**config.mk**
```make
export PLATFORM = sky130hd
export DESIGN_NAME = wvds_cell
export DESIGN_NICKNAME = d
export VERILOG_FILES = /design/src/hw/rtl/assert_macros.svh /design/src/hw/rtl/wvds_pkg.sv /design/src/hw/rtl/wvds_cell.sv
export SDC_FILE = /design/constraint.sdc
export NUM_CORES = 1
export LEC_CHECK = 0
export BUFFER_PORTS_ARGS = -buffer_cell sky130_fd_sc_hd__clkbuf_2
export CAP_MARGIN = 15
export CELL_PAD_IN_SITES_DETAIL_PLACEMENT = 0
export CELL_PAD_IN_SITES_GLOBAL_PLACEMENT = 1
export CORE_AREA = 2 2 189 191
export CTS_BUF_LIST = sky130_fd_sc_hd__clkbuf_4 sky130_fd_sc_hd__clkbuf_8
export CTS_CLUSTER_SIZE = 24
export DETAILED_ROUTE_END_ITERATION = 7
export DIE_AREA = 0 0 191 193
export GPL_TIMING_DRIVEN = 1
export PLACE_DENSITY = 0.71
export SLEW_MARGIN = 30
export SYNTH_ARGS = -nofsm -noshare
export SYNTH_HDL_FRONTEND = slang
export SYNTH_SLANG_ARGS = --single-unit
```
**constraint.sdc**
```tcl
create_clock -name clk_i -period 3.3 [get_ports clk_i]
set_clock_uncertainty 0.05 [all_clocks]
set_input_delay 0.66 -clock clk_i [delete_from_list [all_inputs] [get_ports clk_i]]
set_output_delay 0.66 -clock clk_i [all_outputs]
set_load 0.02 [all_outputs]
```
**src/hw/rtl/assert_macros.svh**
```systemverilog
// Assertion macros shared by the RTL of the dictionary block.
// No dependencies; define NO_ASSERTIONS to compile the checks out.
`ifndef ASSERT_MACROS_SVH
`define ASSERT_MACROS_SVH

`ifndef NO_ASSERTIONS

// Property must hold at every rising edge outside reset.
`define WVDS_ASSERT(lbl, clk, rst_n, prop, msg) \
  lbl: assert property (@(posedge clk) disable iff (!rst_n) prop) else $error(msg);

// Condition must never be seen at a rising edge outside reset.
`define WVDS_NEVER(lbl, clk, rst_n, cond, msg) \
  `WVDS_ASSERT(lbl, clk, rst_n, !(cond), msg)

`else

`define WVDS_ASSERT(lbl, clk, rst_n, prop, msg)
`define WVDS_NEVER(lbl, clk, rst_n, cond, msg)

`endif

`endif

```
**src/hw/rtl/wvds_pkg.sv**
```systemverilog
// Shared types and codes of the word value dictionary block.
// No dependencies.
package wvds_pkg;

  localparam int unsigned KeyW   = 64;
  localparam int unsigned ValueW = 24;
  localparam int unsigned TotalW = 32;

  // Request opcodes
  localparam logic [1:0] OP_INSERT = 2'd0;
  localparam logic [1:0] OP_LOOKUP = 2'd1;
  localparam logic [1:0] OP_END    = 2'd2;

  // Result kinds
  localparam logic RK_TOTAL  = 1'b0;
  localparam logic RK_REJECT = 1'b1;

  // What a token in the cell chain stands for
  typedef enum logic [1:0] {
    TK_LOOKUP,
    TK_END,
    TK_REJECT
  } tok_kind_e;

  typedef struct packed {
    tok_kind_e         kind;
    logic [KeyW-1:0]   key_upper;
    logic [KeyW-1:0]   key_lower;
    logic [ValueW-1:0] found;
  } tok_t;

endpackage

```
**src/hw/rtl/wvds_cell.sv**
```systemverilog
// One dictionary cell: holds one entry and forms one stage of the lookup chain.
// Depends on wvds_pkg.
module wvds_cell import wvds_pkg::*; #(
  parameter int unsigned IDX   = 0,
  parameter int unsigned IDX_W = 8,
  parameter int unsigned CNT_W = 9
) (
  input  logic              clk_i,
  input  logic              rst_ni,
  input  logic              adv_i,
  // entry write
  input  logic              wr_en_i,
  input  logic [IDX_W-1:0]  wr_idx_i,
  input  logic [KeyW-1:0]   wr_key_upper_i,
  input  logic [KeyW-1:0]   wr_key_lower_i,
  input  logic [ValueW-1:0] wr_value_i,
  // chain in
  input  logic              vld_i,
  input  tok_t              tok_i,
  input  logic [CNT_W-1:0]  lim_i,
  // chain out
  output logic              vld_o,
  output tok_t              tok_o,
  output logic [CNT_W-1:0]  lim_o
);

  logic [KeyW-1:0]   key_upper_q;
  logic [KeyW-1:0]   key_lower_q;
  logic [ValueW-1:0] value_q;
  logic              vld_q;
  tok_t              tok_q, tok_d;
  logic [CNT_W-1:0]  lim_q;
  logic              hit;

  always_ff @(posedge clk_i) begin
    if (wr_en_i && (wr_idx_i == IDX_W'(IDX))) begin
      key_upper_q <= wr_key_upper_i;
      key_lower_q <= wr_key_lower_i;
      value_q     <= wr_value_i;
    end
  end

  // Only entries stored before the lookup was taken count; later ones are newer.
  assign hit = (tok_i.kind == TK_LOOKUP) && (CNT_W'(IDX) < lim_i) &&
               (tok_i.key_upper == key_upper_q) && (tok_i.key_lower == key_lower_q);

  always_comb begin
    tok_d = tok_i;
    if (hit) begin
      tok_d.found = value_q;
    end
  end

  always_ff @(posedge clk_i or negedge rst_ni) begin
    if (!rst_ni) begin
      vld_q <= 1'b0;
    end else if (adv_i) begin
      vld_q <= vld_i;
    end
  end

  always_ff @(posedge clk_i) begin
    if (adv_i) begin
      tok_q <= tok_d;
      lim_q <= lim_i;
    end
  end

  assign vld_o = vld_q;
  assign tok_o = tok_q;
  assign lim_o = lim_q;

endmodule

```
After elaboration in Yosys (flattened, before gate mapping)
Cells that the tools add are included.
Storage, ports and cells
  register bits: 316
  latch bits: 0
  RAM bits: 0
  memory bits (read-only): 0
  input bits: 328
  output and inout port bits: 164
  memories: 0
Cells by class
  add/sub/neg operators: 0
  $mul: 0
  div/mod/pow operators: 0
  order comparisons: 1
  eq/ne operators: 2
  shift-type cells: 0
  muxes and demuxes: 1
  bitwise operators: 0
  reductions and logical operators: 6
Operator list (number)
  64-bit equality test: 2
  24-bit 2-to-1 mux: 1
  1-bit by 9-bit < comparator with 1-bit output (first input constant): 1
  8-bit zero test: 1
  1-bit logical AND: 4
  2-bit zero test: 1

Longest topological paths before layout
Gate-level depths: netlist of the first run.
  depth after elaboration: 5
  gate-level depth with buffers: 7
  mapped depth without buffers: 6

Worst setup path before layout of the first run
OpenSTA, ideal clock, no wires.
  kind: input-to-reg
  from: in wr_idx_i[0]
  to: reg key_lower_q[0] (enable)
  setup time: 1.053 ns
  arrival time: 15.370 ns
  path slack: -13.173 ns
  cell stages on the path: 1
  buffers on the path: 0
  path through: nor4_1
Between the ends
  longest elaborated chain between the ends: 2
Ends and longest elaborated chain
  start, declared: RTL line wvds_cell.sv:13  | input logic [IDX_W-1:0] wr_idx_i,
  8-bit zero test: RTL line wvds_cell.sv:36  | if (wr_en_i && (wr_idx_i == IDX_W'(IDX))) begin
  1-bit logical AND: RTL line wvds_cell.sv:36
  end signal, assigned: RTL line wvds_cell.sv:38  | key_lower_q <= wr_key_lower_i;
  end, declared: RTL line wvds_cell.sv:28  | logic [KeyW-1:0] key_lower_q;
Every way passes these cells.
A chain may end at the register's enable or synchronous reset.

==> results.json, run 1 <==
{
  "num-fill-cells": 3186,
  "vias_per_cell": 4.47,
  "clock_tree.buffer_depth": 3,
  "dp_hpwl_mm": 26.6,
  "wire_per_inst_um": 20.5,
  "gp_congestion": 0.844,
  "max_freq_ghz": 0.352,
  "cp_common_cell": "buf_4",
  "rows": 69,
  "rrSetupSlack_ns": 0.46,
  "grt_pass1_vias": 7765,
  "grt_antenna_before_repair": 5,
  "seq_area_frac_synth": 0.818,
  "critPathMaxStageDelay_ns": 0.64,
  "initial_utilization": 0.331,
  "grt.total_usage": 0.180,
  "min_period_ns": 2.84,
  "syn_area_um2": 11600,
  "ys_types": 35,
  "crit_type": "flip-flop to flip-flop",
  "end_kind": "flip-flop",
  "io_pins": 492,
  "layout.nets": 1475,
  "worstMarginPinSlew_ns": 0.796,
  "critPathBufInv": 3,
  "hold_ws_ns": 0.181,
  "fin_setup_tns_ns": 0,
  "ant_nets": 0,
  "min_path_cells": 1,
  "worstPathMaxFanout": 24,
  "worstSetupStartpointType": "flip-flop",
  "syn_nets": 916,
  "crit_cells": 9,
  "setup_violations": 0,
  "yosysWarnings": 0,
  "cts_sinks": 316,
  "synth_area_per_cell_um2": 19.7,
  "power.leakage_nw": 6.57,
  "wirelength_mm": 33.9,
  "core_area_um2": 35000,
  "synth_seq_cells": 316,
  "overflow": 0,
  "drc": 0,
  "multi_input_area_um2": 1970,
  "relSlewSlack": 0.468,
  "cts_made_buffers": 52,
  "firstDrtPassIters": 5,
  "drv_slew": 0,
  "worst_path_dominant_cell_family": "compound AO/OA/AOI/OAI gates",
  "syn_to_final_growth_pct": 36.6,
  "ir_worst_vdd_v": 0.000391,
  "period_share": 0.861,
  "cts_max_level": 2,
  "drive_above_1_share": 0.523,
  "io_buffers": 491,
  "required_ns": 3.60,
  "die_area_um2": 36900,
  "status": "finished, final reports clean",
  "chipWidth_um": 191,
  "cp_slowest_cell": "a2111oi_1",
  "cts_tree": "done",
  "placedInstanceArea_um2": 14800,
  "drtIter0Drc": 337,
  "vias": 7380,
  "grt_pass1_wl_mm": 47.4,
  "fin_area_um2": 15800,
  "die_h_um": 193,
  "final_common_cell": "clkbuf_2",
  "final_cell_mix": "490 x clkbuf_2, 315 x edfxtp_1, 54 x clkbuf_8",
  "grt_max_degree": 71,
  "cap_violations": 0,
  "cts_root_buf": "clkbuf_8",
  "regArea_um2": 9480,
  "rsz0062_at_grt": "false",
  "reg2reg_depth": 9,
  "p_per_area_nw_per_um2": 554,
  "min_path_type": "input pin to flip-flop",
  "clk_latency_ns": 0.60,
  "hold_viol": 0,
  "clk_pin_slew_ns": 0.06,
  "cp_cell_sequence": "xor2_1 -> a2111oi_1 -> buf_4 -> nand4_1 -> nor4_1 -> buf_4 -> nand4_4 -> buf_12 -> mux2_4",
  "post_cts_buffers": 0,
  "netlist_instances": 588,
  "worstPathArrival_ns": 3.14
}
==> kinds of logic after synthesis <==
group	Yosys count	share of synthesized area
AO/OA/AOI/OAI	41	0.0288
XOR/XNOR	71	0.0537
buffers and inverters	41	0.0146
flip-flops	316	0.818
multiplexers	25	0.0308
AND/OR/NAND/NOR	94	0.0537
==> state kept, by name (all words and copies together) (netlist names) <==
register / count
lim_o: 9
key_upper_q: 64
tok_o: 154
value_q: 24
key_lower_q: 64
vld_o: 1
==> stage by stage <==
| step | power, W | setup slack [ns] | utilization | std cells |
|---|---|---|---|---|
| detailed placement | 0.00554 | -0.0832 | 0.424 | 1553 |
| global placement | 0.00552 | -0.0818 | 0.424 | 1553 |
| finish | 0.00878 | 0.460 | 0.453 | 1650 |
| floorplan | 0.00504 | -3.04 | - | 588 |
| CTS | 0.00893 | 0.289 | 0.452 | 1644 |
| global route | 0.00915 | 0.264 | 0.452 | 1645 |
==> layer usage <==
| layer | part of all wire | up-vias | track usage |
|---|---|---|---|
| li1 | - | 3419 | - |
| met5 | 0 | - | 0 |
| met3 | 0.10 | 57 | 0.0670 |
| met4 | 0.026 | 0 | 0.0668 |
| met1 | 0.36 | 3526 | 0.202 |
| met2 | 0.51 | 378 | 0.312 |
==> layout make-up <==
cell class | count | share of cell area
timing repair buffer | 507 | 0.167
inverter | 39 | 0.00925
clock buffer | 76 | 0.0574
clock inverter | 14 | 0.00561
sequential | 316 | 0.599
tap | 461 | 0.0364
multi-input combinational | 231 | 0.124
antenna | 6 | 0.000948
==> report_power, final <==
| part | internal [W] | switching (W) | leakage, nW |
|---|---|---|---|
| sequential | 0.00460 | 0.0000497 | 2.97 |
| clock | 0.00183 | 0.00151 | 0.526 |
| combinational | 0.000309 | 0.000479 | 3.07 |
| total | 0.00674 | 0.00204 | 6.57 |
==> synthesized netlist by cell type <==
cell type  number  area, um2
a222oi_1        1       10.0
xnor2_1        22        193
dfrtp_1         1       25.0
nand3b_1        1       7.51
inv_1          37        139
nand2_1         1       3.75
a22o_1          2       17.5
xor2_1         49        429
nor3_1          2       10.0
nor2_1          2       7.51
edfxtp_1      315       9460
buf_6           2       22.5
nor2b_1        36        225
nand2b_1       12       75.1
mux2_2          5       56.3
o2bb2ai_1       1       8.76
nand4_1        13       81.3
and4bb_1        1       12.5
a2111oi_0      11       96.3
o22ai_1        13       81.3
nand3_1         2       10.0
or3_1           1       6.26
o2111a_1        3       33.8
or4_1           3       22.5
a22oi_1         5       37.5
nand4_4         1       21.3
a221oi_1        1       8.76
inv_2           2       7.51
a2111o_1        2       22.5
nor4_4          1       21.3
o2111ai_1       1       8.76
a2bb2oi_1       1       8.76
mux2_4         20        300
or4_4           1       11.3
nor4_1         17        106
==> path summary, 6_finish.rpt <==
| check | from | end |
|---|---|---|
| max | key_lower_q[58] | tok_o[18] |
| min | wr_value_i[21] | value_q[21] |
| max reg2reg | key_lower_q[58] | tok_o[18] |
| min reg2reg | vld_o | vld_o |
| max in group asynchronous | rst_ni | vld_o |
| min in group asynchronous | rst_ni | vld_o |
==> repair_timing <==
item                                    CTS  global route
hold buffers                              1             0
endpoints found under the hold margin     1             0
resized for setup                         0             0
endpoints found under the setup margin    0             0
No activity file was read; power rests on OpenSTA's default activity.
==> run 2, diff against run 1 <==
Settings changed: RECOVER_POWER set to 100, REMOVE_ABC_BUFFERS set to 1.
==> run 2 against run 1 <==
  * The flow now finishes with violations (max-capacitance violations, max-slew violations)
  * Hold slack worse by 0.022 ns
  * Total power increased by 0.22%
  * Fmax fell by 1.3%
  * Routed wire length increased by 2.3%
  * Cell count grew 0.30%
  * Clock-buffer cell count is 6 lower
  * Critical path type unchanged
  * Highest routed layer unchanged
==> results.json, run 2 (same netlist as run 1, synthesis figures left out) <==
{
  "status": "complete, but fails checks",
  "violations": "max-capacitance violations, max-slew violations",
  "critPathMaxStageDelay_ns": 0.52,
  "worstSetupStartpointType": "flip-flop",
  "power_w": 0.00880,
  "top_usage_layer": "met2",
  "vias": 7380,
  "grt_pass1_vias": 7789,
  "cts_max_level": 2,
  "relSlewSlack": -0.292,
  "cp_cell_sequence": "nor2b_1 -> a2111oi_0 -> nand4_1 -> nor4_1 -> buf_4 -> nand4_1 -> buf_12 -> mux2_1",
  "placedInstanceArea_um2": 14800,
  "chipWidth_um": 191,
  "p_per_area_nw_per_um2": 575,
  "endpoint": "tok_o[4]",
  "vias_per_cell": 4.46,
  "min_path_cells": 1,
  "period_share": 0.872,
  "globalRouteMet3Util": 0.0666,
  "rows": 69,
  "setup_violations": 0,
  "drv_slew": 129,
  "core_area_um2": 35000,
  "end_kind": "flip-flop",
  "cp_common_cell": "nand4_1",
  "worstPathMaxFanout": 24,
  "clk_pin_slew_ns": 0.06,
  "min_path_type": "input pin to flip-flop",
  "grt_max_degree": 74,
  "initial_utilization": 0.331,
  "drtIter0Drc": 291,
  "worstMarginPinSlew_ns": 1.94,
  "rr_startpoint": "key_upper_q[5]",
  "io_buffers": 491,
  "grt_pass1_wl_mm": 48.2,
  "final_cell_mix": "315 x clkbuf_1, 315 x edfxtp_1, 185 x clkbuf_2",
  "drc": 0,
  "crit_cells": 8,
  "grt.total_usage": 0.182,
  "ant_nets": 0,
  "crit_start": "key_upper_q[5]",
  "rsz0062_at_grt": "false",
  "syn_to_final_growth_pct": 32.1,
  "cts_tree": "done",
  "n_antenna_cell": 0,
  "cts_root_buf": "clkbuf_8",
  "dp_hpwl_mm": 27.0,
  "cts_made_buffers": 53,
  "die_area_um2": 36900,
  "largest_register_ffs": 154,
  "worstReg2RegEnd": "tok_o[4]",
  "gp_congestion": 0.820,
  "clk_latency_ns": 0.62,
  "worst_path_dominant_cell_family": "simple AND/OR/NAND/NOR gates",
  "die_h_um": 193,
  "worstPathArrival_ns": 3.18,
  "required_ns": 3.60,
  "layout.nets": 1481,
  "overflow": 0,
  "cts_sinks": 316,
  "power.leakage_nw": 5.52,
  "cap_violations": 2,
  "fin_area_um2": 15300,
  "wire_per_inst_um": 20.9,
  "io_pins": 492,
  "wirelength_mm": 34.7,
  "met1_usage": 0.214,
  "reg2reg_depth": 8,
  "max_freq_ghz": 0.347,
  "drive_above_1_share": 0.240,
  "firstDrtPassIters": 4,
  "rrSetupSlack_ns": 0.42,
  "clock_tree.buffer_depth": 3,
  "cp_slowest_cell": "a2111oi_0",
  "grt_antenna_before_repair": 0,
  "min_period_ns": 2.88,
  "post_cts_buffers": 0,
  "ir_worst_vdd_v": 0.000301,
  "grt.met2_usage": 0.312,
  "critPathBufInv": 2,
  "crit_type": "flip-flop to flip-flop",
  "hold_viol": 0
}
==> run 2: worst min path at each step <==
stage	endpoint	start	slack [ns]
after CTS	key_lower_q[29]	wr_key_lower_i[29]	0.10
after global routing	key_upper_q[17]	wr_key_upper_i[17]	0.10
final	key_lower_q[9]	wr_key_lower_i[9]	0.16
after floorplan	vld_o	rst_ni	0.31
after detailed placement	vld_o	rst_ni	0.39
after global placement	vld_o	rst_ni	0.39
==> run 2: per-layer routing <==
metal	wire length (um)	vias to the layer above
li1	-	3428
met1	13100	3538
met2	17300	357
met3	3410	57
met4	824	0
met5	0	-
==> run 2: per-stage QoR <==
stage               cells  utilization  setup WS [ns]  TNS (ns)  hold slack, ns
floorplan             586            -         -13.17  -2002.25           0.314
global placement     1558        0.424         0.0119         0           0.387
detailed placement   1558        0.424        0.00568         0           0.392
CTS                  1655        0.454          0.354         0           0.103
global route         1655        0.438          0.119         0           0.104
finish               1655        0.438          0.422         0           0.159
==> run 2: final cells by class <==
type / count / area, um2
clock inverter: 26 / 168
tap: 461 / 577
timing repair buffer: 512 / 2210
clock buffer: 70 / 870
inverter: 39 / 146
fill: 3391 / 19700
multi-input combinational: 231 / 1840
sequential: 316 / 9480
==> run 2: worst register-to-register path, delay by kind of cell, from the launching register on <==
family / cells / cell delay, ns
AOI/OAI and AO/OA: 1 / 0.52
buffers and inverters: 2 / 0.38
DFF: 1 / 0.37
muxes: 1 / 0.35
and+or+nand+nor: 4 / 0.93
==> run 2: what timing repair did <==
action                    4_1_cts  5_1_grt
hold buffers                    1        0
resized for setup               0        0
hold endpoints to repair        1        0
==> run 2: report_power, final <==
part | leakage [nW] | switching, W | internal [W] | total [W]
clock network | 0.548 | 0.00156 | 0.00187 | 0.00343
registers | 2.97 | 0.0000489 | 0.00461 | 0.00466
logic | 2.00 | 0.000479 | 0.000230 | 0.000709
