[src/hw/rtl/assert_macros.svh]
// Assertion macros shared by the RTL of the dictionary block.
// No dependencies; define NO_ASSERTIONS to compile the checks out.
`ifndef ASSERT_MACROS_SVH
`define ASSERT_MACROS_SVH

`ifndef NO_ASSERTIONS

// Property must hold at every rising edge outside reset.
`define WVDS_ASSERT(lbl, clk, rst_n, prop, msg) \
  lbl: assert property (@(posedge clk) disable iff (!rst_n) prop) else $error(msg);

// Condition must never be seen at a rising edge outside reset.
`define WVDS_NEVER(lbl, clk, rst_n, cond, msg) \
  `WVDS_ASSERT(lbl, clk, rst_n, !(cond), msg)

`else

`define WVDS_ASSERT(lbl, clk, rst_n, prop, msg)
`define WVDS_NEVER(lbl, clk, rst_n, cond, msg)

`endif

`endif

[src/hw/rtl/wvds_pkg.sv]
// Shared types and codes of the word value dictionary block.
// No dependencies.
package wvds_pkg;

  localparam int unsigned KeyW   = 64;
  localparam int unsigned ValueW = 24;
  localparam int unsigned TotalW = 32;

  // Request opcodes
  localparam logic [1:0] OP_INSERT = 2'd0;
  localparam logic [1:0] OP_LOOKUP = 2'd1;
  localparam logic [1:0] OP_END    = 2'd2;

  // Result kinds
  localparam logic RK_TOTAL  = 1'b0;
  localparam logic RK_REJECT = 1'b1;

  // What a token in the cell chain stands for
  typedef enum logic [1:0] {
    TK_LOOKUP,
    TK_END,
    TK_REJECT
  } tok_kind_e;

  typedef struct packed {
    tok_kind_e         kind;
    logic [KeyW-1:0]   key_upper;
    logic [KeyW-1:0]   key_lower;
    logic [ValueW-1:0] found;
  } tok_t;

endpackage

[src/hw/rtl/wvds_tail.sv]
// End of the cell chain: running text total and the result register.
// Depends on wvds_pkg.
module wvds_tail import wvds_pkg::*; (
  input  logic              clk_i,
  input  logic              rst_ni,
  input  logic              vld_i,
  input  tok_t              tok_i,
  output logic              adv_o,
  output logic              res_vld_o,
  output logic              res_kind_o,
  output logic [TotalW-1:0] res_total_o,
  output logic              res_sat_o,
  input  logic              res_rdy_i
);

  logic [TotalW-1:0] total_q, total_d;
  logic              sat_q, sat_d;
  logic              res_vld_q, res_vld_d;
  logic              res_kind_q, res_kind_d;
  logic [TotalW-1:0] res_total_q, res_total_d;
  logic              res_sat_q, res_sat_d;
  logic [TotalW:0]   sum;

  assign adv_o = !res_vld_q || res_rdy_i;
  assign sum   = {1'b0, total_q} + (TotalW+1)'(tok_i.found);

  always_comb begin
    total_d     = total_q;
    sat_d       = sat_q;
    res_vld_d   = res_vld_q && !res_rdy_i;
    res_kind_d  = res_kind_q;
    res_total_d = res_total_q;
    res_sat_d   = res_sat_q;
    if (adv_o && vld_i) begin
      case (tok_i.kind)
        TK_LOOKUP: begin
          if (sum[TotalW]) begin
            total_d = '1;
            sat_d   = 1'b1;
          end else begin
            total_d = sum[TotalW-1:0];
          end
        end
        TK_END: begin
          res_vld_d   = 1'b1;
          res_kind_d  = RK_TOTAL;
          res_total_d = total_q;
          res_sat_d   = sat_q;
          total_d     = '0;
          sat_d       = 1'b0;
        end
        TK_REJECT: begin
          res_vld_d   = 1'b1;
          res_kind_d  = RK_REJECT;
          res_total_d = '0;
          res_sat_d   = 1'b0;
        end
        default: ;
      endcase
    end
  end

  always_ff @(posedge clk_i or negedge rst_ni) begin
    if (!rst_ni) begin
      total_q   <= '0;
      sat_q     <= 1'b0;
      res_vld_q <= 1'b0;
    end else begin
      total_q   <= total_d;
      sat_q     <= sat_d;
      res_vld_q <= res_vld_d;
    end
  end

  always_ff @(posedge clk_i) begin
    res_kind_q  <= res_kind_d;
    res_total_q <= res_total_d;
    res_sat_q   <= res_sat_d;
  end

  assign res_vld_o   = res_vld_q;
  assign res_kind_o  = res_kind_q;
  assign res_total_o = res_total_q;
  assign res_sat_o   = res_sat_q;

endmodule

[config.mk]
export PLATFORM = sky130hd
export DESIGN_NAME = wvds_tail
export DESIGN_NICKNAME = d
export VERILOG_FILES = /design/src/hw/rtl/assert_macros.svh /design/src/hw/rtl/wvds_pkg.sv /design/src/hw/rtl/wvds_tail.sv
export SDC_FILE = /design/constraint.sdc
export NUM_CORES = 1
export LEC_CHECK = 0
export ABC_CLOCK_PERIOD_IN_PS = 4140
export BUFFER_PORTS_ARGS = -buffer_cell sky130_fd_sc_hd__buf_2
export CAP_MARGIN = 15
export CORE_MARGIN = 1
export CORE_UTILIZATION = 50
export DETAILED_ROUTE_END_ITERATION = 7
export PLACE_DENSITY = 0.87
export SETUP_SLACK_MARGIN = 0.3
export SLEW_MARGIN = 20
export SYNTH_ARGS = -nofsm -noshare
export SYNTH_HDL_FRONTEND = slang
export SYNTH_SLANG_ARGS = --single-unit
[constraint.sdc]
create_clock -name clk_i -period 4.14 [get_ports clk_i]
set_input_delay 0.621 -clock clk_i [delete_from_list [all_inputs] [get_ports clk_i]]
set_output_delay 0.621 -clock clk_i [all_outputs]
set_load 0.02 [all_outputs]
### Word-level counts from Yosys, hierarchy flattened

Index checks and enable logic that the tools add are counted.

| operators by class | value |
|---|---|
| add/sub/neg operators | 1 |
| multipliers | 0 |
| divide/modulo/power cells | 0 |
| magnitude comparators | 0 |
| equal/unequal tests | 3 |
| shift-type cells | 0 |
| muxes and demuxes | 9 |
| bitwise gates (word level) | 0 |
| reduce and logical (&&, ||, !) cells | 12 |

Operators with widths:

| operator | number |
|---|---|
| $pmux W32 S2 | 2 |
| $add A32 B24 Y33 | 1 |
| $mux W32 | 1 |
| $pmux W1 S2 | 3 |
| $reduce_and A2 Y1 | 2 |
| $reduce_bool A2 Y1 | 2 |
| $mux W1 | 3 |
| $reduce_and A3 Y1 | 1 |
| $eq A2 B1 Y1 const B | 1 |
| $eq A2 B2 Y1 const B | 1 |
| $logic_and A1 B1 Y1 | 2 |
| $logic_not A1 Y1 | 2 |
| $logic_not A2 Y1 | 1 |
| $ne A2 B2 Y1 const B | 1 |
| $reduce_or A2 Y1 | 1 |
| $logic_or A1 B1 Y1 | 1 |

| storage, ports and cells | value |
|---|---|
| register bits | 68 |
| bits in latches | 0 |
| bits in writable memories | 0 |
| bits in read-only memories | 0 |
| input bits | 158 |
| logic and storage cells | 31 |
| memories | 0 |

### Depth between registers and ports, before layout

Gate-level depths: netlist of the first run.

| logic depth | value |
|---|---|
| depth after elaboration | 4 |
| mapped depth | 12 |
| depth with buffers taken out | 11 |

### Worst setup path before layout of the first run

No wires, ideal clock.

| timing path | value |
|---|---|
| path type | input to register |
| start point | input tok_i[0] (netlist bit) |
| end point | register total_q[22] |
| setup time | 121 ps |
| arrival time | 2805 ps |
| setup slack | 1214 ps |
| stages | 11 |
| path buffers | 0 |
| cell sequence | ha_1 > fa_1 > a211oi_1 > o21ai_2 > o21ai_2 > o21ai_4 > nand3_4 > a21oi_1 > or3_1 > a21o_1 > a22o_1 |

| between the ends | value |
|---|---|
| word-level cells in the longest chain between the ends | 3 |

RTL lines:

| element | line | RTL |
|---|---|---|
| start: declaration | wvds_tail.sv:7 | `input tok_t tok_i,` |
| $add A32 B24 Y33 | wvds_tail.sv:25 | `assign sum = {1'b0, total_q} + (TotalW+1)'(tok_i.found);` |
| $mux W32 | wvds_tail.sv:37 | `if (sum[TotalW]) begin` |
| $pmux W32 S2 | wvds_tail.sv:35 | `case (tok_i.kind)` |
| end signal: assignment | wvds_tail.sv:69 | `total_q <= total_d;` |
| end: declaration | wvds_tail.sv:16 | `logic [TotalW-1:0] total_q, total_d;` |

No other way between the ends.
A chain may end at the register's enable or synchronous reset.

### Final worst setup path of the first run

| timing path | value |
|---|---|
| start point | register total_q[0] |
| end point | register total_q[22] |

| between the ends | value |
|---|---|
| word-level cells in the longest chain between the ends | 3 |

RTL lines:

| element | line |
|---|---|
| $add A32 B24 Y33 | wvds_tail.sv:25 |
| $mux W32 | wvds_tail.sv:37 |
| $pmux W32 S2 | wvds_tail.sv:35 |

No other way between the ends.

==> results of run 1 <==
-- Yosys cell counts (5+ instances only) --
| master | n | area share |
|---|---|---|
| sky130_fd_sc_hd__clkbuf_1 | 13 | 0.012 |
| sky130_fd_sc_hd__edfxtp_1 | 34 | 0.25 |
| sky130_fd_sc_hd__nor2b_1 | 33 | 0.051 |
| sky130_fd_sc_hd__a21oi_1 | 23 | 0.029 |
| sky130_fd_sc_hd__a211oi_1 | 16 | 0.030 |
| sky130_fd_sc_hd__a21o_1 | 28 | 0.052 |
| sky130_fd_sc_hd__o21ai_0 | 15 | 0.019 |
| sky130_fd_sc_hd__a31oi_1 | 8 | 0.012 |
| sky130_fd_sc_hd__nor2_1 | 13 | 0.012 |
| sky130_fd_sc_hd__nor3_1 | 5 | 0.0062 |
| sky130_fd_sc_hd__dfrtp_1 | 34 | 0.21 |
| sky130_fd_sc_hd__inv_1 | 10 | 0.0093 |
| sky130_fd_sc_hd__and3_1 | 5 | 0.0078 |
| sky130_fd_sc_hd__nand2_1 | 27 | 0.025 |
| sky130_fd_sc_hd__xor2_1 | 6 | 0.013 |
| sky130_fd_sc_hd__a22o_1 | 7 | 0.015 |
| sky130_fd_sc_hd__nand3_1 | 6 | 0.0074 |
| sky130_fd_sc_hd__xnor2_1 | 12 | 0.026 |
| sky130_fd_sc_hd__ha_1 | 27 | 0.084 |
-- layout make-up --
cell class | count | area (sq um)
Clock buffer | 9 | 124
Clock inverter | 7 | 98.8
Fill cell | 633 | 3110
Inverter | 10 | 37.5
Multi-Input combinational cell | 284 | 2050
Sequential cell | 68 | 1870
Tap cell | 102 | 128
Timing Repair Buffer | 67 | 340
-- cells by family (layout without fill, tap and decap cells) --
group           count (synthesis)  in the layout
compound gates                127            127
xor+xnor                       18             18
fa+ha+maj                      28             28
buf+inv                        26             93
flops                          68             68
simple gates                  111            111
-- metrics by stage --
stage | hold WS [ns] | cells
after CTS | 0.376 | 547
after global routing | 0.408 | 547
after global placement | 0.481 | 531
after detailed placement | 0.489 | 531
after floorplan | 0.325 | 378
final | 0.352 | 547
-- power by group through the flow --
stage | Sequential, uW | Combinational [uW] | Clock [uW]
final | 1000 | 1410 | 616
after global routing | 1020 | 1560 | 657
after CTS | 1000 | 1400 | 621
after detailed placement | 1020 | 1370 | 0
after global placement | 1010 | 1310 | 0
after floorplan | 1030 | 1070 | 0
-- worst paths after layout --
path	from	endpoint	slack [ns]	cells past startpoint
worst max register to register	total_q[0]	total_q[22]	1.18	11
max in group asynchronous	rst_ni	total_q[17]	3.27	1
worst max-delay path	total_q[0]	total_q[22]	1.18	11
worst min-delay path	rst_ni	total_q[20]	0.35	1
worst min register to register	total_q[0]	total_q[0]	0.51	2
min in group clk_i	total_q[0]	total_q[0]	0.51	2
-- layer usage --
layer  wire length (um)  track usage
met5                  0            0
met4                179        0.104
met3                554       0.0663
met2               4220        0.365
met1               4060        0.301
-- worst max-delay path, cell delays in order (launching register included) --
cell                       delay [ns]
sky130_fd_sc_hd__dfrtp_1         0.39
sky130_fd_sc_hd__ha_1            0.22
sky130_fd_sc_hd__fa_1            0.44
sky130_fd_sc_hd__a211oi_1        0.31
sky130_fd_sc_hd__o21ai_2         0.14
sky130_fd_sc_hd__o21ai_2         0.28
sky130_fd_sc_hd__o21ai_4         0.10
sky130_fd_sc_hd__nand3_4         0.12
sky130_fd_sc_hd__a21oi_1         0.11
sky130_fd_sc_hd__or3_1           0.36
sky130_fd_sc_hd__a21o_1          0.19
sky130_fd_sc_hd__a22o_1          0.17
-- layout by cell type (no fill, tap or decap), drive strengths merged, types with 7 or more instances in the layout --
cell,instances
a21o,29
buf,67
a211oi,18
ha,27
xnor2,12
nand2,27
a31oi,8
inv,11
dfrtp,34
clkbuf,9
nand3,8
nor2b,33
o21ai,21
nor2,13
edfxtp,34
a22o,7
a21oi,26
-- flip-flops by register name (all words and copies together), names as in the netlist --
register and flops:
sat_q 1, total_q 32, res_sat_o 1, res_vld_o 1, res_total_o 32, res_kind_o 1
==> run summary, run 1 <==
## Routing
- 180 — violation count after the first detailed-routing iteration
- 5.83 — vias per std cell
- 9010 um — total wirelength of the detailed-routed design
- 0 — DRC violation count after routing
- 0 — post-detailed-route count of antenna-violating nets
- 3,189 — vias after detailed routing
- 4 — iteration count of the initial detailed-routing pass
- 16.5 um — per-cell routed wire length

## Layout
- 0.231 — share of layout cells above drive strength 1
- 4650 sq um — Finished Cell Area
- 0 — count of inserted antenna diode cells
- 0.599 — share of the core filled with cells
- 626 — nets
- 15.4% — area growth from synthesis to layout

## STA
- 0 — count of endpoints failing hold in the final timing report
- 0.858 ns — Tightest Pin Transition
- 2.96 ns — post-layout min period
- 0 ns — setup TNS
- no — unrepaired setup endpoints after global routing
- 1.18 ns — final worst setup slack
- 0 — count of endpoints failing setup in the final report
- 0.00950 ns — post-route clock skew
- 0 — max-slew violation total from the final report
- 0.428 — Max-Slew Margin vs Limit
- 0.715 — ratio of final minimum period to clock period
- 338 MHz — Achievable Freq

## Worst setup path
- 4.39 ns — required time reported for the critical path endpoint
- 4 — CP Max Fanout
- reg2reg — Worst Path Class, Setup
- flop — kind of launch point of the worst setup path
- flop — Worst Setup End Kind
- 3.21 ns — data arrival time at the worst-slack endpoint

## Power and ir drop
- 0.466 — proportion of power drawn by combinational gates
- 0.203 — power share of the clock group
- 0.235 mV — maximum VDD drop
- 652 nW/um^2 — power density cells
- 1860 uW — cell-internal power
- 0.00219 uW — leakage power figure
- 0.386 — Sw Ratio
- 0.331 — sequential share of power
- 3030 uW — sum of internal, switching and leakage power
- 1170 uW — net switching power of the design

## Flow run
- 0 — Max-Cap Viols

## Global routing
- 35 — maximum number of pins on one net before global-route repair
- 0 — antenna violations before repair
- 0 — overall overflow remaining after global route
- 15,300 um — first-pass GRT wire length
- 3,201 — number of global-route vias before repair
- 0.233 — total track usage

## Logic synthesis
- 0.156 — Post-Synth Simple-Gate Area
- sky130_fd_sc_hd__edfxtp_1 — Most used DFF post-synth
- 0.0391 — xor/xnor share of the synthesized area
- 378 — cells after synthesis
- 564 — synthesized netlist net count
- compound AO/OA/AOI/OAI gates — combinational family with the most area after synthesis
- 0.0887 — adder and majority gate portion of the synthesized area
- 10.7 sq um — Avg Inst Size Synth
- 0 — mux cell area share after synthesis
- 0.464 — sequential share of the synthesized area
- 4030 sq um — synthesized area
- 0.500 — Post-synth ARST share
- 0 — warnings from Yosys
- 34 — EDFF count, synth
- 0.224 — fraction of the mapped netlist area in compound gates
- 68 — number of flip-flops and latches in the synthesized netlist
- 57 — synth unique cells

## Clock tree
- 0 — total setup buffers inserted after CTS
- 9 — CTS buffer count
- 0.08 ns — clock transition at the registers of the reported paths
- 2 — Max Root-Sink Buffers
- 0 — number of hold buffers added after CTS
- sky130_fd_sc_hd__clkbuf_8 — clock root buffer
- 3 — H-tree lvl count
- 68 — clk sink count
- 0 — count of instances resized after the clock tree is built
- 0.36 ns — clock latency at the later pin of the worst-skew pair
- yes — CTS tree

## Placement
- 0.955 — Routability Congestion
- 65 — number of port buffers
- 0.859 ns — pre-CTS WS
- 4430 sq um — area after detailed placement
- 6110 um — post-DP HPWL

## Floorplan
- 7770 sq um — core area
- 194 — count of boundary I/O pins
- 91.8 um — width of the die
- 91.8 um — Die Span Y
- 32 — floorplan row count
- 8430 sq um — die outline area
- 0.519 — effective utilization at floorplan

## Worst hold path
- in2async — Hold Path Class

## Status
- finished, final reports clean — result of the run

Power figures use the tool's default switching activity.
==> run 2: changes to the inputs <==
--- a/config.mk
+++ b/config.mk
@@ -5,13 +5,14 @@
 export SDC_FILE = /design/constraint.sdc
 export NUM_CORES = 1
 export LEC_CHECK = 0
-export ABC_CLOCK_PERIOD_IN_PS = 4140
+export ABC_AREA = 1
+export ABC_CLOCK_PERIOD_IN_PS = 2950
 export BUFFER_PORTS_ARGS = -buffer_cell sky130_fd_sc_hd__buf_2
 export CAP_MARGIN = 15
 export CORE_MARGIN = 1
 export CORE_UTILIZATION = 50
 export DETAILED_ROUTE_END_ITERATION = 7
-export PLACE_DENSITY = 0.87
+export PLACE_DENSITY = 0.83
 export SETUP_SLACK_MARGIN = 0.3
 export SLEW_MARGIN = 20
 export SYNTH_ARGS = -nofsm -noshare
==> constraint.sdc (replaced) <==
create_clock -name clk_i -period 2.95 [get_ports clk_i]
set_input_delay 0.4425 -clock clk_i [delete_from_list [all_inputs] [get_ports clk_i]]
set_output_delay 0.4425 -clock clk_i [all_outputs]
set_load 0.02 [all_outputs]
==> run summary, run 2 <==
## Global routing
- 4,191 — number of global-route vias before repair, +31%
- 0 — antenna violations before repair, unchanged
- 0.254 — total track usage, +0.0213
- 35 — maximum number of pins on one net before global-route repair, unchanged
- 0 — overall overflow remaining after global route, unchanged
- 20,100 um — first-pass GRT wire length, +31%

## Clock tree
- 9 — CTS buffer count, unchanged
- 68 — clk sink count, unchanged
- 0.35 ns — clock latency at the later pin of the worst-skew pair, about the same
- sky130_fd_sc_hd__clkbuf_8 — clock root buffer
- 0 — total setup buffers inserted after CTS, unchanged
- yes — CTS tree
- 0 — number of hold buffers added after CTS, unchanged
- 3 — H-tree lvl count, unchanged
- 0 — count of instances resized after the clock tree is built, unchanged
- 0.08 ns — clock transition at the registers of the reported paths, about the same
- 2 — Max Root-Sink Buffers, unchanged

## Worst setup path
- sky130_fd_sc_hd__fa_1 — master of the slowest instance on the critical path
- 30 — CP Max Fanout, +26
- sky130_fd_sc_hd__nand2_1 — Top cell by count, worst path
- reg2reg — Worst Path Class, Setup
- 2.72 ns — data arrival time at the worst-slack endpoint, -0.49 ns
- 0.46 ns — CP peak stage delay, +0.02 ns
- flop — Worst Setup End Kind
- total_q[0] — Reg2Reg Launch Point
- 3.18 ns — required time reported for the critical path endpoint, -1.21 ns
- ha_1 > fa_1 > nand3_1 > nand3_1 > nand2_1 > nand2_1 > nand3_2 > nand3_4 > nand2_4 > nand2_1 > nand2_1 > o21ai_0 — ordered cell list for the critical path
- flop — kind of launch point of the worst setup path
- total_q[0] — launch point of the worst path

## Power and ir drop
- 0.514 — proportion of power drawn by combinational gates, +0.048
- 0.288 — sequential share of power, -0.043
- 0.444 — Sw Ratio, +0.0576
- 0.326 mV — maximum VDD drop, +39%
- 2720 uW — cell-internal power, +46%
- 0.198 — power share of the clock group, -0.005
- 858 nW/um^2 — power density cells, +32%
- 0.00319 uW — leakage power figure, +46%
- 2170 uW — net switching power of the design, +85%

## Worst hold path
- in2async — Hold Path Class

## Logic synthesis
- 4980 sq um — synthesized area, +23%
- sky130_fd_sc_hd__nand2_1 (275), sky130_fd_sc_hd__inv_1 (147), sky130_fd_sc_hd__nor2_1 (70) — cell types with the highest counts after synthesis
- 6.79 sq um — Avg Inst Size Synth, -36%
- sky130_fd_sc_hd__nand2_1 — cell accounting for the most synthesized area
- 0.376 — sequential share of the synthesized area, -0.0883
- sky130_fd_sc_hd__nand2_1 (21%), sky130_fd_sc_hd__edfxtp_1 (21%), sky130_fd_sc_hd__dfrtp_1 (17%), sky130_fd_sc_hd__inv_1 (11%), sky130_fd_sc_hd__ha_1 (6.8%) — top area cells in the synthesized netlist
- 733 — cells after synthesis, +94%
- sky130_fd_sc_hd__edfxtp_1 — Most used DFF post-synth
- 68 — number of flip-flops and latches in the synthesized netlist, unchanged
- sky130_fd_sc_hd__nand2_1 — most frequent cell after synthesis
- 0.207 — top cell type's share of synthesized area, -0.0459
- 32 — synth unique cells, -44%
- 34 — EDFF count, synth, unchanged
- 0 — warnings from Yosys, unchanged
- 919 — synthesized netlist net count, +63%
- 0.500 — Post-synth ARST share, unchanged

## Placement
- 9370 um — post-DP HPWL, +53%
- 65 — number of port buffers, unchanged
- 0.976 — Routability Congestion, +2.2%

## Layout
- 936 — Filler cells, +48%
- 987 — nets, +58%
- 0.134 — share of layout cells above drive strength 1, -0.0975
- sky130_fd_sc_hd__nand2_1 — leading cell type in the layout, fill and taps excluded
- sky130_fd_sc_hd__nand2_1 (275), sky130_fd_sc_hd__inv_1 (147), sky130_fd_sc_hd__nor2_1 (69), sky130_fd_sc_hd__buf_2 (65), sky130_fd_sc_hd__nand3_1 (40) — most frequent cells in the layout
- 0 — count of inserted antenna diode cells, unchanged
- 2480 sq um — multi-input gate area in the final layout, +21%
- 14.4% — area growth from synthesis to layout
- 1870 sq um — area occupied by registers, unchanged

## STA
- 0.844 — ratio of final minimum period to clock period, +0.129
- 0 — count of endpoints failing hold in the final timing report, unchanged
- 402 MHz — Achievable Freq, +19%
- 0.458 — Max-Slew Margin vs Limit, +0.0299
- 2.49 ns — post-layout min period, -0.471 ns
- 0.173 ns — final-layout worst hold slack, -0.179 ns
- 0 — count of endpoints failing setup in the final report, unchanged
- 0.0101 ns — post-route clock skew, +0.000651 ns
- 0 ns — setup TNS, unchanged
- 0 — max-slew violation total from the final report, unchanged
- 0.813 ns — Tightest Pin Transition, -0.0449 ns
- no — unrepaired setup endpoints after global routing

## Floorplan
- 194 — count of boundary I/O pins, unchanged
- 10,400 sq um — die outline area, +23%
- 36 — floorplan row count, +13%
- 9730 sq um — core area, +25%
- 102 um — width of the die, +11%
- 0.512 — effective utilization at floorplan, -0.00734
- 102 um — Die Span Y, +11%

## Status
- finished, final reports clean — result of the run

## Routing
- 0 — post-detailed-route count of antenna-violating nets, unchanged
- 4.85 — vias per std cell, -17%
- 0 — DRC violation count after routing, unchanged
- 12,300 um — total wirelength of the detailed-routed design, +36%
- 284 — violation count after the first detailed-routing iteration, +58%
- 5 — iteration count of the initial detailed-routing pass, +1
- 4,554 — vias after detailed routing, +43%
- 13.1 um — per-cell routed wire length, -21%

## Flow run
- 0 — Max-Cap Viols, unchanged

-- run 2: worst max-delay path, delay by kind of cell, from the launching register on --
family	cells	cell delay, ns
adder cells (fa/ha/maj)	2	0.69
AO/OA/AOI/OAI	1	0.10
flip-flops	1	0.42
AND/OR/NAND/NOR	9	1.13
-- run 2: power groups by stage --
stage / sequential (uW) / combinational, uW / clock, uW
final: 1410 / 2510 / 970
after global routing: 1440 / 2850 / 1010
after CTS: 1410 / 2490 / 981
after detailed placement: 1420 / 2460 / 0
after global placement: 1410 / 2420 / 0
after floorplan: 1450 / 1850 / 0
-- run 2: metrics by stage --
step | total power [uW] | worst slack, ns | instance area [sq um] | std cells | utilization
4_1_cts | 4880 | 0.468 | 5700 | 939 | 0.586
6_report | 4890 | 0.461 | 5700 | 939 | 0.586
5_1_grt | 5300 | 0.328 | 5700 | 939 | 0.586
2_1_floorplan | 3300 | 0.825 | 4980 | 733 | -
3_5_place_dp | 3890 | 0.357 | 5450 | 923 | 0.560
3_3_place_gp | 3830 | 0.394 | 5450 | 923 | 0.560
-- run 2: area by class of cell --
cell class	instances	share of cell area
multi-input combinational	504	0.435
sequential	68	0.329
inverter	148	0.0975
timing repair buffer	70	0.0659
tap	133	0.0292
clock buffer	9	0.0217
clock inverter	7	0.0217
-- run 2: path summary, 6_finish.rpt --
kind | to | slack [ns] | cells past startpoint
worst max-delay path | total_q[8] | 0.46 | 12
worst min-delay path | total_q[4] | 0.17 | 1
worst max register to register | total_q[8] | 0.46 | 12
worst min register to register | sat_q | 0.49 | 2
max in group asynchronous | total_q[19] | 2.25 | 1
min in group clk_i | res_vld_o | 0.39 | 4
-- run 2: cell families (layout without fill, tap and decap cells) --
logic type | after synthesis | after routing | synth area share
and+or+nand+nor | 421 | 421 | 0.357
buffers and inverters | 161 | 234 | 0.127
DFF | 68 | 68 | 0.376
AOI/OAI and AO/OA | 42 | 42 | 0.0450
adders and majority gates | 28 | 28 | 0.0719
xor gates and xnor gates | 13 | 13 | 0.0229
-- run 2: routing by layer --
layer,vias up,global-route usage,part of all wire
li1,2366,-,-
met1,2018,0.347,0.47
met2,150,0.419,0.46
met3,20,0.0276,0.051
met4,0,0.0881,0.019
met5,-,0,0
